`src/rtl/dll_pkg.sv`:
```
// Types and codes for the linked list engine.
// No dependencies.
package dll_pkg;

  localparam logic [2:0] FN_INS_FRONT = 3'd0;
  localparam logic [2:0] FN_INS_BACK  = 3'd1;
  localparam logic [2:0] FN_INS_AT    = 3'd2;
  localparam logic [2:0] FN_DEL_FRONT = 3'd3;
  localparam logic [2:0] FN_DEL_BACK  = 3'd4;
  localparam logic [2:0] FN_DEL_AT    = 3'd5;
  localparam logic [2:0] FN_DUMP_FWD  = 3'd6;
  localparam logic [2:0] FN_DUMP_REV  = 3'd7;

  localparam logic [1:0] ST_OK    = 2'd0;
  localparam logic [1:0] ST_EMPTY = 2'd1;
  localparam logic [1:0] ST_RANGE = 2'd2;
  localparam logic [1:0] ST_FULL  = 2'd3;

  typedef enum logic [2:0] {
    S_IDLE,
    S_DECIDE,
    S_WALK,
    S_LINK1,
    S_LINK2,
    S_UNLINK,
    S_DUMP,
    S_RESP
  } state_t;

endpackage

```
`src/rtl/doubly_linked_list_engine.sv`:
```
// Linked list engine: node pool in three memories with registered reads. Depends on dll_pkg.
// After decide, front/back inserts and errors go straight to the response, front/back
// deletes unlink first, insert at walks then links (LINK1, LINK2), delete at walks then unlinks.
// Walks follow one link per cycle; dumps give one result per cycle while not stalled.
// One item at a time: the next is taken the cycle after the last result is loaded.
// Synchronous active-low reset empties the list and frees the pool; memories keep contents.
module doubly_linked_list_engine import dll_pkg::*; #(
  parameter int CAPACITY = 16
) (
  input  logic               clk,
  input  logic               rst_n,
  input  logic               in_valid,
  output logic               in_stall,
  input  logic [2:0]         in_func,
  input  logic signed [31:0] in_value,
  input  logic [4:0]         in_position,
  output logic               out_valid,
  input  logic               out_stall,
  output logic [1:0]         out_status,
  output logic signed [31:0] out_value_res,
  output logic               out_last,
  output logic [4:0]         out_length
);

  localparam int IW = $clog2(CAPACITY);
  localparam int CW = $clog2(CAPACITY + 1);
  localparam int XW = (CW > 5) ? CW : 5;

  state_t state_r, state_nxt;

  logic [2:0]          func_r;
  logic signed [31:0]  val_r;
  logic [4:0]          pos_r;

  logic [IW-1:0]       head_r, head_nxt, tail_r, tail_nxt;
  logic [CAPACITY-1:0] free_r, free_nxt;
  logic [CW-1:0]       count_r, count_nxt;
  logic [IW-1:0]       cur_r, cur_nxt, node_r, node_nxt;
  logic [XW-1:0]       k_r, k_nxt;
  logic [1:0]          res_status_r, res_status_nxt;
  logic signed [31:0]  res_value_r, res_value_nxt;

  logic                out_valid_r, out_valid_nxt, out_last_r, out_last_nxt;
  logic [1:0]          out_status_r, out_status_nxt;
  logic signed [31:0]  out_value_r, out_value_nxt;
  logic [4:0]          out_length_r, out_length_nxt;

  logic signed [31:0]  vmem [CAPACITY];
  logic [IW-1:0]       nmem [CAPACITY];
  logic [IW-1:0]       pmem [CAPACITY];
  logic signed [31:0]  vrd;
  logic [IW-1:0]       nrd, prd, rd_addr;
  logic                v_we, n_we, p_we;
  logic [IW-1:0]       v_wa, n_wa, p_wa, n_wd, p_wd;

  logic [IW-1:0]       free_lo;
  logic [XW-1:0]       pos_x, cnt_x;
  logic                is_ins, is_del, empty, full, ins_front, ins_back;
  logic                dec_fail, walk_hit, dump_last, out_free;
  logic [1:0]          dec_status;

  assign pos_x     = XW'(pos_r);
  assign cnt_x     = XW'(count_r);
  assign is_ins    = func_r inside {FN_INS_FRONT, FN_INS_BACK, FN_INS_AT};
  assign is_del    = func_r inside {FN_DEL_FRONT, FN_DEL_BACK, FN_DEL_AT};
  assign empty     = (count_r == '0);
  assign full      = (count_r >= CW'(CAPACITY));
  assign ins_front = (func_r == FN_INS_FRONT) || (func_r == FN_INS_AT && pos_r == '0);
  assign ins_back  = (func_r == FN_INS_BACK) || (func_r == FN_INS_AT && pos_x == cnt_x);
  assign walk_hit  = (k_r == pos_x);
  assign dump_last = (k_r + XW'(1) == cnt_x);
  assign out_free  = !out_valid_r || !out_stall;

  always_comb begin
    dec_fail   = 1'b0;
    dec_status = ST_OK;
    if (is_ins) begin
      if (func_r == FN_INS_AT && pos_x > cnt_x) begin
        dec_fail   = 1'b1;
        dec_status = ST_RANGE;
      end else if (full) begin
        dec_fail   = 1'b1;
        dec_status = ST_FULL;
      end
    end else if (empty) begin
      dec_fail   = 1'b1;
      dec_status = ST_EMPTY;
    end else if (func_r == FN_DEL_AT && pos_x >= cnt_x) begin
      dec_fail   = 1'b1;
      dec_status = ST_RANGE;
    end
  end

  // lowest free node
  always_comb begin
    free_lo = '0;
    for (int i = CAPACITY - 1; i >= 0; i--) begin
      if (free_r[i]) free_lo = IW'(i);
    end
  end

  always_comb begin
    state_nxt = state_r;
    case (state_r)
      S_IDLE:   if (in_valid) state_nxt = S_DECIDE;
      S_DECIDE: begin
        if (dec_fail) state_nxt = S_RESP;
        else if (is_ins) state_nxt = (ins_front || ins_back) ? S_RESP : S_WALK;
        else if (is_del) state_nxt = (func_r == FN_DEL_AT) ? S_WALK : S_UNLINK;
        else state_nxt = S_DUMP;
      end
      S_WALK:   if (walk_hit) state_nxt = is_ins ? S_LINK1 : S_UNLINK;
      S_LINK1:  state_nxt = S_LINK2;
      S_LINK2:  state_nxt = S_RESP;
      S_UNLINK: state_nxt = S_RESP;
      S_DUMP:   if (out_free && dump_last) state_nxt = S_IDLE;
      S_RESP:   if (out_free) state_nxt = S_IDLE;
      default:  state_nxt = S_IDLE;
    endcase
  end

  always_comb begin
    head_nxt       = head_r;
    tail_nxt       = tail_r;
    free_nxt       = free_r;
    count_nxt      = count_r;
    cur_nxt        = cur_r;
    node_nxt       = node_r;
    k_nxt          = k_r;
    res_status_nxt = res_status_r;
    res_value_nxt  = res_value_r;
    out_valid_nxt  = out_valid_r && out_stall;
    out_status_nxt = out_status_r;
    out_value_nxt  = out_value_r;
    out_last_nxt   = out_last_r;
    out_length_nxt = out_length_r;
    rd_addr        = cur_r;
    v_we = 1'b0; v_wa = '0; n_we = 1'b0; n_wa = '0; n_wd = '0;
    p_we = 1'b0; p_wa = '0; p_wd = '0;
    case (state_r)
      S_DECIDE: begin
        res_status_nxt = dec_status;
        res_value_nxt  = '0;
        k_nxt          = '0;
        if (dec_fail) begin
          res_value_nxt = '0;
        end else if (is_ins) begin
          res_value_nxt    = val_r;
          node_nxt         = free_lo;
          free_nxt[free_lo] = 1'b0;
          count_nxt        = count_r + CW'(1);
          v_we = 1'b1; v_wa = free_lo;
          if (ins_front) begin
            if (empty) tail_nxt = free_lo;
            else begin
              n_we = 1'b1; n_wa = free_lo; n_wd = head_r;
              p_we = 1'b1; p_wa = head_r;  p_wd = free_lo;
            end
            head_nxt = free_lo;
          end else if (ins_back) begin
            if (empty) head_nxt = free_lo;
            else begin
              p_we = 1'b1; p_wa = free_lo; p_wd = tail_r;
              n_we = 1'b1; n_wa = tail_r;  n_wd = free_lo;
            end
            tail_nxt = free_lo;
          end else begin
            cur_nxt = head_r;
            rd_addr = head_r;
          end
        end else if (func_r == FN_DEL_BACK || func_r == FN_DUMP_REV) begin
          cur_nxt = tail_r;
          rd_addr = tail_r;
        end else begin
          cur_nxt = head_r;
          rd_addr = head_r;
        end
      end
      S_WALK: begin
        if (!walk_hit) begin
          cur_nxt = nrd;
          rd_addr = nrd;
          k_nxt   = k_r + XW'(1);
        end
      end
      S_LINK1: begin
        n_we = 1'b1; n_wa = prd;    n_wd = node_r;
        p_we = 1'b1; p_wa = node_r; p_wd = prd;
      end
      S_LINK2: begin
        n_we = 1'b1; n_wa = node_r; n_wd = cur_r;
        p_we = 1'b1; p_wa = cur_r;  p_wd = node_r;
      end
      S_UNLINK: begin
        res_status_nxt = ST_OK;
        res_value_nxt  = vrd;
        if (count_r <= CW'(1)) begin
          head_nxt = '0;
          tail_nxt = '0;
        end else if (cur_r == head_r) begin
          head_nxt = nrd;
        end else if (cur_r == tail_r) begin
          tail_nxt = prd;
        end else begin
          n_we = 1'b1; n_wa = prd; n_wd = nrd;
          p_we = 1'b1; p_wa = nrd; p_wd = prd;
        end
        free_nxt[cur_r] = 1'b1;
        count_nxt       = count_r - CW'(1);
      end
      S_DUMP: begin
        if (out_free) begin
          out_valid_nxt  = 1'b1;
          out_status_nxt = ST_OK;
          out_value_nxt  = vrd;
          out_last_nxt   = dump_last;
          out_length_nxt = 5'(count_r);
          if (!dump_last) begin
            cur_nxt = (func_r == FN_DUMP_FWD) ? nrd : prd;
            rd_addr = cur_nxt;
            k_nxt   = k_r + XW'(1);
          end
        end
      end
      S_RESP: begin
        if (out_free) begin
          out_valid_nxt  = 1'b1;
          out_status_nxt = res_status_r;
          out_value_nxt  = res_value_r;
          out_last_nxt   = 1'b1;
          out_length_nxt = 5'(count_r);
        end
      end
      default: ;
    endcase
  end

  always_ff @(posedge clk) begin
    if (v_we) vmem[v_wa] <= val_r;
    if (n_we) nmem[n_wa] <= n_wd;
    if (p_we) pmem[p_wa] <= p_wd;
    vrd <= vmem[rd_addr];
    nrd <= nmem[rd_addr];
    prd <= pmem[rd_addr];
  end

  always_ff @(posedge clk) begin
    if (!rst_n) begin
      state_r     <= S_IDLE;
      head_r      <= '0;
      tail_r      <= '0;
      free_r      <= {CAPACITY{1'b1}};
      count_r     <= '0;
      out_valid_r <= 1'b0;
    end else begin
      state_r     <= state_nxt;
      head_r      <= head_nxt;
      tail_r      <= tail_nxt;
      free_r      <= free_nxt;
      count_r     <= count_nxt;
      out_valid_r <= out_valid_nxt;
    end
  end

  always_ff @(posedge clk) begin
    if (state_r == S_IDLE && in_valid) begin
      func_r <= in_func;
      val_r  <= in_value;
      pos_r  <= in_position;
    end
    cur_r        <= cur_nxt;
    node_r       <= node_nxt;
    k_r          <= k_nxt;
    res_status_r <= res_status_nxt;
    res_value_r  <= res_value_nxt;
    out_status_r <= out_status_nxt;
    out_value_r  <= out_value_nxt;
    out_last_r   <= out_last_nxt;
    out_length_r <= out_length_nxt;
  end

  assign in_stall      = (state_r != S_IDLE);
  assign out_valid     = out_valid_r;
  assign out_status    = out_status_r;
  assign out_value_res = out_value_r;
  assign out_last      = out_last_r;
  assign out_length    = out_length_r;

endmodule

```
`config.mk`:
```
export PLATFORM = sky130hd
export DESIGN_NAME = doubly_linked_list_engine
export DESIGN_NICKNAME = d
export VERILOG_FILES = /design/src/rtl/dll_pkg.sv /design/src/rtl/doubly_linked_list_engine.sv
export SDC_FILE = /design/constraint.sdc
export NUM_CORES = 1
export LEC_CHECK = 0
export BUFFER_PORTS_ARGS = -buffer_cell sky130_fd_sc_hd__buf_2
export CORE_MARGIN = 3
export CORE_UTILIZATION = 65
export DETAILED_ROUTE_END_ITERATION = 16
export PLACE_DENSITY_LB_ADDON = 0.08
export RECOVER_POWER = 25
export SYNTH_ARGS = -nofsm -noshare
export SYNTH_HDL_FRONTEND = slang
export SYNTH_SLANG_ARGS = --single-unit
```
`constraint.sdc`:
```
create_clock -name clk -period 16.1 [get_ports clk]
set_input_delay 0.805 -clock clk [delete_from_list [all_inputs] [get_ports clk]]
set_output_delay 0.805 -clock clk [all_outputs]
set_load 0.01 [all_outputs]
```
After elaboration in Yosys (flattened, before gate mapping)
Memory sizes are Yosys's and may differ from the RTL's. A register that Yosys moved wholly into a read port is not among the register bits.
Index checks and enable logic that the tools add are counted.
- register bits after elaboration: 160
- RAM bits: 640
- memories kept: 3
- memories (memory ; depth ; width ; rd ports ; clocked after Yosys merged registers in ; write ports ; RTL line ; source):
    vmem ; 16 ; 32 ; 1 ; 1 ; 1 ; doubly_linked_list_engine.sv:48 ; logic signed [31:0] vmem [CAPACITY];
    nmem ; 16 ; 4 ; 1 ; 1 ; 1 ; doubly_linked_list_engine.sv:49 ; logic [IW-1:0] nmem [CAPACITY];
    pmem ; 16 ; 4 ; 1 ; 1 ; 1 ; doubly_linked_list_engine.sv:50 ; logic [IW-1:0] pmem [CAPACITY];
- add/sub/neg operators: 3
- $lt $le $gt $ge: 8
- equality and inequality tests: 34
- muxes and demuxes: 130
- bitwise logic cells: 4
- reduce and logical (&&, ||, !) cells: 37
- operator list (operator ; count):
    two-way mux 4 bit ; 59
    two-way mux 32 bit ; 4
    one-hot mux 32 bit (2 select lines) ; 2
    two-way mux 16 bit ; 2
    one-hot mux 16 bit (2 select lines) ; 1
    one-hot mux 4 bit (4 select lines) ; 2
    two-way mux 3 bit ; 10
    two-way mux 1 bit ; 26
    two-way mux 5 bit ; 5
    == test 3 bit, second input constant ; 8
    one-hot mux 3 bit (7 select lines) ; 1
    inequality test 2 bit, second input constant ; 9
    inequality test 3 bit, second input constant ; 6
    AND 16 bit ; 1
    inverter 16 bit ; 1
    OR 16 bit ; 1
    one-hot mux 4 bit (2 select lines) ; 2
    == test 5 bit ; 3
    one-hot mux 5 bit (3 select lines) ; 1
    two-way mux 2 bit ; 7
    == test 3 x 2 -> 1 bit, second input constant ; 4
    one-hot mux 4 bit (3 select lines) ; 1
    nonzero test 3 bit ; 4
    adder 5 x 1 -> 5 bit, second input constant ; 2
    27 further kinds ; 54

Logic depth before layout (Yosys ltp)
Gate-level depths: netlist of run 1.
- depth in word-level cells: 25
- depth in mapped cells: 16
- gate-level depth less buffers: 13

Worst setup path after synthesis of run 1
OpenSTA, ideal clock, no wires.
- path type: reg-to-reg
- start: reg count_r[2], in the netlist cnt_x[2]
- end: reg free_r[4]
- data arrival time: 4.839 ns
- data required time: 15.857 ns
- slack: 11.018 ns
- cell stages (with the launch flop): 14
- path buffers: 2
- period minus slack after synthesis: 5.082 ns
- cells stage by stage: dfxtp_1 clkbuf_1 inv_1 ha_1 nand3_1 o21bai_1 a311oi_1 nor2_1 nand2_2 inv_2 clkbuf_1 nand4_1 nor3_1 o21ai_0
- cells in the longest elaborated chain, start to end: 7
- elaborated cells between the ends (all ways): 13
- those cells by class: order compare: 3; eq/ne: 1; mux: 5; reduce/logical: 4
- RTL lines (element ; RTL line ; source):
    from (decl) ; doubly_linked_list_engine.sv:37 ; logic [CW-1:0] count_r, count_nxt;
    from (signal assigned) ; doubly_linked_list_engine.sv:260 ; count_r <= count_nxt;
    >= comparator 5 bit ; doubly_linked_list_engine.sv:88 ; end else if (func_r == FN_DEL_AT && pos_x >= cnt_x) begin
    logical AND 1 bit ; doubly_linked_list_engine.sv:88 ;
    two-way mux 1 bit ; doubly_linked_list_engine.sv:88 ;
    two-way mux 1 bit ; doubly_linked_list_engine.sv:85 ; end else if (empty) begin
    two-way mux 1 bit (*) ; doubly_linked_list_engine.sv:77 ; if (is_ins) begin
    inequality test 2 bit (no source line) (*) ; - ;
    AND reduction 3 bit (no source line) (*) ; - ;
    to (signal assigned) ; doubly_linked_list_engine.sv:252 ; free_r <= {CAPACITY{1'b1}};
    to (signal assigned) ; doubly_linked_list_engine.sv:259 ; free_r <= free_nxt;
    to (decl) ; doubly_linked_list_engine.sv:36 ; logic [CAPACITY-1:0] free_r, free_nxt;
Mark *: on every way between the ends. The rest lies on a longest branch, timed or not.
A chain may end at the register's enable or synchronous reset.

Worst setup path in the final report of run 1
- start: reg count_r[3], in the netlist cnt_x[3]
- end: reg vrd[12], read port of vmem
- cells in the longest elaborated chain, start to end: 8
- elaborated cells between the ends (all ways): 22
- those cells by class: order compare: 3; eq/ne: 2; mux: 12; reduce/logical: 5
- RTL lines (element ; RTL line ; source):
    branches (longest 7 deep; another with >= comparator 5 bit) ; - ;
    one-hot mux 4 bit (3 select lines) (*) ; - ;
    to (decl) ; doubly_linked_list_engine.sv:51 ; logic signed [31:0] vrd;
Every way passes the cells marked *.

==> results.ini, run 1 <==
[layout]
final_nets=2215
drive_gt1_share_pct=30.1
syn2layout_area_growth_pct=11.5
fin_cells=2911
antenna_cells=0
final_area_um2=37800

[power_and_ir_drop]
total_leakage_power_nw=12.6
switchingPower_mw=2.59
p_comb_share_pct=36.0
power.density_nw_per_um2=202
power.share.clock_pct=25.2
sw_frac_of_total_pct=33.9
vdd_drop_max_mv=0.303
seq_power_share_pct=38.8
p_int_mw=5.04

[flow_run]
cap_viol_max_count=0

[critical_path]
path_common_cell=nor2_1
slowest_stage=buf_12
critPathKind=reg2reg
r2r_start=cnt_x[3]
cp.required_ns=16.61
r2r-end=vrd[12]
cp_max_fo=205
reg2reg_slack_ns=11.16
arrival_ns=5.45
crit_chain=inv_1 -> ha_1 -> nand3_1 -> nor2_1 -> a311oi_1 -> nor2_1 -> nand2_2 -> inv_2 -> a31oi_4 -> o221ai_4 -> buf_4 -> buf_12 -> mux2_2 -> o22ai_1 -> nor4_2
end_kind=register
reg2reg_depth=15
cpPeakStageDelay_ns=0.75
worstSetupStartpointType=register

[clock_network]
cts_root_buf=clkbuf_16
cts_hold_buf=0
clk_pin_slew_ns=0.06
insertion_delay_ns=0.63
clockBufferDepth=3
cts_tree=done
clkSinkCount=840
cts_buffers=82
cts_setup_buffers=0
postCtsResizedCells=0
htree_levels=3

[min_path]
hold_path_depth=1
min_from=in_value[22]
hp-class=in2reg
worstHoldEndpoint=val_r[22]

[route]
drt_iter0_markers=2266
wl_per_cell_um=27.8
routed-via-count=19100
routed_wl_um=80900
routed_via_density=6.56
dr.pass1.iters=6
drcViolationCount=0
antenna_left=0

[place]
io_buffers=85
dp_worst_setup_slack_ns=11.23
dp.cells=2758
gp_congestion=0.886
placed_area_um2=35000
hpwl_um=42500

[sta]
finalSetupTns_ns=0
tightest_slew_ns=1.32
max_freq_mhz=202
whs_ns=0.347
report.final.hold_viol_count=0
slew_headroom_pct=11.4
setup_violations=0
layout_setup_ws_ns=11.16
finalClockSkew_ns=0.0219
fin_crit_sh_pct=30.7
rsz0062_at_grt=false
fin_crit_ns=4.94
slew_violations=0

[global_routing]
antenna_found_initial=0
grt_pass1_vias=18800
gr-total-overflow=0
grt_use_total_pct=29.6
grt_max_degree=206
grt_pass1_wl_um=118000

[synth]
yosysTopAreaCell=edfxtp_1
syn_nets=2113
syn_area_um2=33900
synth.area.top_cells=edfxtp_1 68%, mux2_2 10%, dfxtp_1 4.6%
syn_avg_cell_area_um2=16.4
yosysSeqAreaShare_pct=72.2
yosys.area.top_type_share_pct=67.6
netlist_instances=2060
yosys_warnings=0
synth_mux_area_share_pct=11.9
synth-edff-count=763
postSynth.asyncResetShare_pct=0
ys_types=77
ys_top_cells_by_count=763 x edfxtp_1, 310 x mux2_2, 133 x o22ai_1
synth_top_family_by_area=multiplexers
synth-seq-cells=840
synth_xor_area_share_pct=0.698
synthAdderAreaFrac_pct=0.332
synth.most_common_cell=edfxtp_1
synth-simple-area-share_pct=5.59
synth_compound_area_share_pct=7.30
synth_ff_type=edfxtp_1

[floorplan]
fp.dieW_um=234
core-area_um2=51400
num_io_pins=86
start_util_pct=65.9
rows=83
fp.dieH_um=234
floorplan.die_area_um2=54900

[status]
status=completed

-- registers in the layout (all words and copies together), names as in the netlist, 5 cells and up --
signal         flops
nmem              64
vrd               32
val_r             32
free_r            16
out_length         5
res_value_r       32
cnt_x              5
k_r                5
out_value_res     32
pos_r              5
pmem              64
vmem             512
-- cell type report --
type,count,area (µm²)
Timing Repair Buffer,128,752
Tap cell,680,851
Multi-Input combinational cell,1078,8860
Sequential cell,840,24500
Inverter,32,120
Clock inverter,44,468
Clock buffer,109,2260
Fill cell,3143,13600
-- per-layer routing --
metal / share of wire (%) / global-route usage (%) / up-vias
met3: 8.8 / 5.38 / 154
li1: - / - / 8301
met5: 0 / 0 / -
met1: 42 / 42.9 / 9678
met2: 47 / 46.2 / 954
met4: 2.5 / 9.83 / 0
-- cell usage in the layout, fill, tap and decap left out, types with 12 or more instances in the layout --
cell type	n
buf_2	78
o22ai_1	133
o21ai_0	58
clkbuf_16	84
nand3_1	17
nor2_1	74
mux2_2	310
xor2_1	16
o22ai_2	31
clkbuf_1	26
clkinv_1	12
a21oi_1	29
dfxtp_1	77
mux2_1	43
a22oi_1	12
nand2b_1	14
nor3_2	13
nand2_1	115
inv_1	26
nor4_2	40
buf_4	42
edfxtp_1	763
clkinv_2	17
-- worst max-delay path: cells and delay by family (launching register included) --
kind | cells | cell delay [ns]
and+or+nand+nor | 5 | 0.90
adders and majority gates | 1 | 0.36
DFF | 1 | 0.51
muxes | 1 | 0.43
buffers and inverters | 4 | 1.70
AOI/OAI and AO/OA | 4 | 0.55
-- power by group through the flow --
stage	Combinational [mW]	Sequential, mW	Clock, mW
3_5_place_dp	2.72	2.99	0
4_1_cts	2.74	2.95	1.94
6_report	2.75	2.96	1.92
2_1_floorplan	2.15	2.89	0
3_3_place_gp	2.69	2.98	0
5_1_grt	2.92	2.98	2.03
-- kinds of logic after synthesis --
family                   count (synthesis)
flip-flops                             840
multiplexers                           358
AND/OR/NAND/NOR                        343
AO/OA/AOI/OAI                          341
buffers and inverters                  142
XOR/XNOR                                27
adder cells (fa/ha/maj)                  9
-- metrics by stage --
step,power [mW],utilization [%]
global route,7.93,73.5
global placement,5.67,68.2
floorplan,5.04,-
detailed placement,5.71,68.2
finish,7.63,73.5
CTS,7.63,73.5
-- worst max path at each step --
stage / slack [ns] / endpoint / depth (start not counted) / from
final: 11.16 / vrd[12] / 15 / cnt_x[3]
after global placement: 11.34 / prd[1] / 15 / cnt_x[4]
after floorplan: 11.02 / free_r[4] / 13 / cnt_x[2]
after global routing: 10.90 / prd[2] / 15 / cnt_x[3]
after CTS: 11.23 / prd[1] / 15 / cnt_x[3]
after detailed placement: 11.23 / prd[1] / 15 / cnt_x[3]
Note: power is estimated with default switching activity, not from simulation.
==> run 2, diff against run 1 <==
--- a/config.mk
+++ b/config.mk
@@ -7,7 +7,7 @@
 export LEC_CHECK = 0
 export BUFFER_PORTS_ARGS = -buffer_cell sky130_fd_sc_hd__buf_2
 export CORE_MARGIN = 3
-export CORE_UTILIZATION = 65
+export CORE_UTILIZATION = 56
 export DETAILED_ROUTE_END_ITERATION = 16
 export PLACE_DENSITY_LB_ADDON = 0.08
 export RECOVER_POWER = 25
==> constraint.sdc (replaced) <==
create_clock -name clk -period 4.35 [get_ports clk]
set_input_delay 0.2175 -clock clk [delete_from_list [all_inputs] [get_ports clk]]
set_output_delay 0.2175 -clock clk [all_outputs]
set_load 0.01 [all_outputs]
==> results.ini, run 2 (synthesized netlist as in run 1, its figures left out) <==
[sta]
fin_crit_ns=3.98  ; -0.966 ns
finalClockSkew_ns=0.0176  ; -0.00429 ns
rsz0062_at_grt=false
max_freq_mhz=252  ; +24%
fin_crit_sh_pct=91.4  ; +61 points
tightest_slew_ns=1.00  ; -0.321 ns
slew_violations=0  ; unchanged
layout_setup_ws_ns=0.374  ; -10.78 ns
slew_headroom_pct=31.5  ; +20 points
finalSetupTns_ns=0  ; unchanged
whs_ns=0.0334  ; -0.313 ns
report.final.hold_viol_count=0  ; unchanged
setup_violations=0  ; unchanged

[place]
dp_worst_setup_slack_ns=0.230  ; -11.00 ns
gp_congestion=0.857  ; -3.3%
hpwl_um=45300  ; +6.5%
dp.cells=2883  ; +4.5%
io_buffers=85  ; unchanged
placed_area_um2=35700  ; +1.7%

[floorplan]
core-area_um2=59500  ; +16%
fp.dieH_um=252  ; +7.5%
rows=89  ; +7.2%
floorplan.die_area_um2=63500  ; +16%
fp.dieW_um=252  ; +7.5%
num_io_pins=86  ; unchanged
start_util_pct=57.0  ; -8.9 points

[min_path]
min_from=out_stall
hp-class=in2reg

[clock_network]
htree_levels=3  ; unchanged
cts_tree=done
clk_pin_slew_ns=0.06  ; about the same
insertion_delay_ns=0.62  ; about the same
cts_root_buf=clkbuf_16
clkSinkCount=840  ; unchanged
cts_buffers=85  ; +3.7%
clockBufferDepth=3  ; unchanged

[critical_path]
cp_max_fo=34  ; -83%
arrival_ns=4.47  ; -0.98 ns
cp-startpoint=cnt_x[4]
end_kind=register
cp-endpoint=vrd[21]
reg2reg_depth=13  ; -2
reg2reg_slack_ns=0.37  ; -10.78 ns
worstSetupStartpointType=register
cp.required_ns=4.84  ; -11.77 ns
critPathKind=reg2reg
r2r-end=vrd[21]
r2r_start=cnt_x[4]

[layout]
largest_register_ffs=512  ; unchanged
final.fill_count=4176  ; +33%
final_area_um2=38900  ; +3.0%
layout_common_cells=763 x edfxtp_1, 310 x mux2_2, 133 x o22ai_1, 115 x nand2_1, 86 x clkbuf_16
final_nets=2300  ; +3.8%
top_register=vmem
syn2layout_area_growth_pct=14.8
utilization_pct=65.4  ; -8.1 points
layout_commonest_cell=edfxtp_1
antenna_cells=0  ; unchanged
fin_cells=3089  ; +6.1%
drive_gt1_share_pct=30.5  ; +0.41 points
reg_top3=vmem (512), nmem (64), pmem (64)

[route]
dr.pass1.iters=5  ; -1
routed_wl_um=82700  ; +2.1%
drt_iter0_markers=1728  ; -24%
wl_per_cell_um=26.8  ; -3.8%
antenna_left=0  ; unchanged
routed-via-count=19100  ; +0.084%
routed_via_density=6.18  ; -5.7%
drcViolationCount=0  ; unchanged

[power_and_ir_drop]
power.density_nw_per_um2=746  ; +270%
power_mw=29.0  ; +280%
vdd_drop_max_mv=0.555  ; +83%
total_leakage_power_nw=13.0  ; +3.7%

[global_routing]
gr-total-overflow=0  ; unchanged
gr-max-usage-layer=met2
grt_pass1_vias=19100  ; +1.3%
grt_use_total_pct=25.9  ; -3.7 points
use_met3_pct=4.37  ; -1.0 points
grt_pass1_wl_um=122000  ; +2.8%
grt_max_degree=77  ; -63%
use_met2_pct=41.6  ; -4.6 points
use_met1_pct=37.1  ; -5.8 points
antenna_found_initial=0  ; unchanged

[status]
status=completed

[flow_run]
cap_viol_max_count=0  ; unchanged

run 2: changes by cell type in the layout (fill, tap and decap cells not counted), moves of 3 or more:
| cell | before | now |
|---|---|---|
| nor3_4 | 0 | 3 |
| buf_12 | 1 | 20 |
| clkbuf_1 | 26 | 40 |
| clkinvlp_4 | 4 | 1 |
| buf_6 | 0 | 4 |
| dlygate4sd3_1 | 0 | 41 |
| clkinv_2 | 17 | 10 |
| buf_4 | 42 | 60 |
| clkinv_1 | 12 | 8 |
| nor3_2 | 13 | 10 |
run 2: worst min-delay path by stage:
stage	cells after the start	end	slack, ns
after floorplan	0	func_r[0]	0.32
after global placement	1	func_r[2]	0.39
after detailed placement	1	val_r[23]	0.40
after CTS	3	out_valid	0.0008
after global routing	3	out_valid	0.05
final	3	out_valid	0.03
run 2: critical path, cell delays in order (launching register included):
cell,delay [ns]
dfxtp_1,0.48
inv_1,0.10
ha_1,0.38
nand3_1,0.15
o21bai_1,0.21
a311o_1,0.41
a32oi_2,0.36
a21boi_4,0.14
o221ai_4,0.31
buf_12,0.27
buf_12,0.25
mux2_2,0.36
o22ai_1,0.27
nor4_2,0.09
run 2: repair_timing:
item / in CTS / in global routing
resized for setup: 0 / 7
setup endpoints to repair: 0 / 35
setup buffers: 0 / 9
hold buffers: 41 / 0
endpoints found under the hold margin: 41 / 0
run 2: where the power goes:
group / total, mW / switching [mW] / internal, mW
Sequential: 10.9 / 0.781 / 10.2
Clock: 7.14 / 2.98 / 4.16
Combinational: 10.9 / 6.03 / 4.91
Total: 29.0 / 9.79 / 19.2
run 2: cell type report:
cell class / count / area, µm² / share of cell area [%]
Clock inverter: 28 / 335 / 0.862
Inverter: 32 / 123 / 0.315
Multi-Input combinational cell: 1078 / 8890 / 22.9
Clock buffer: 128 / 2390 / 6.15
Sequential cell: 840 / 24500 / 62.9
Tap cell: 773 / 967 / 2.49
Timing Repair Buffer: 210 / 1720 / 4.43
run 2: metal layers:
metal | vias up | routed length (µm) | part of all wire [%]
met3 | 127 | 5800 | 7.0
met4 | 0 | 1570 | 1.9
li1 | 8459 | - | -
met2 | 716 | 39600 | 48
met5 | - | 0 | 0
met1 | 9801 | 35700 | 43
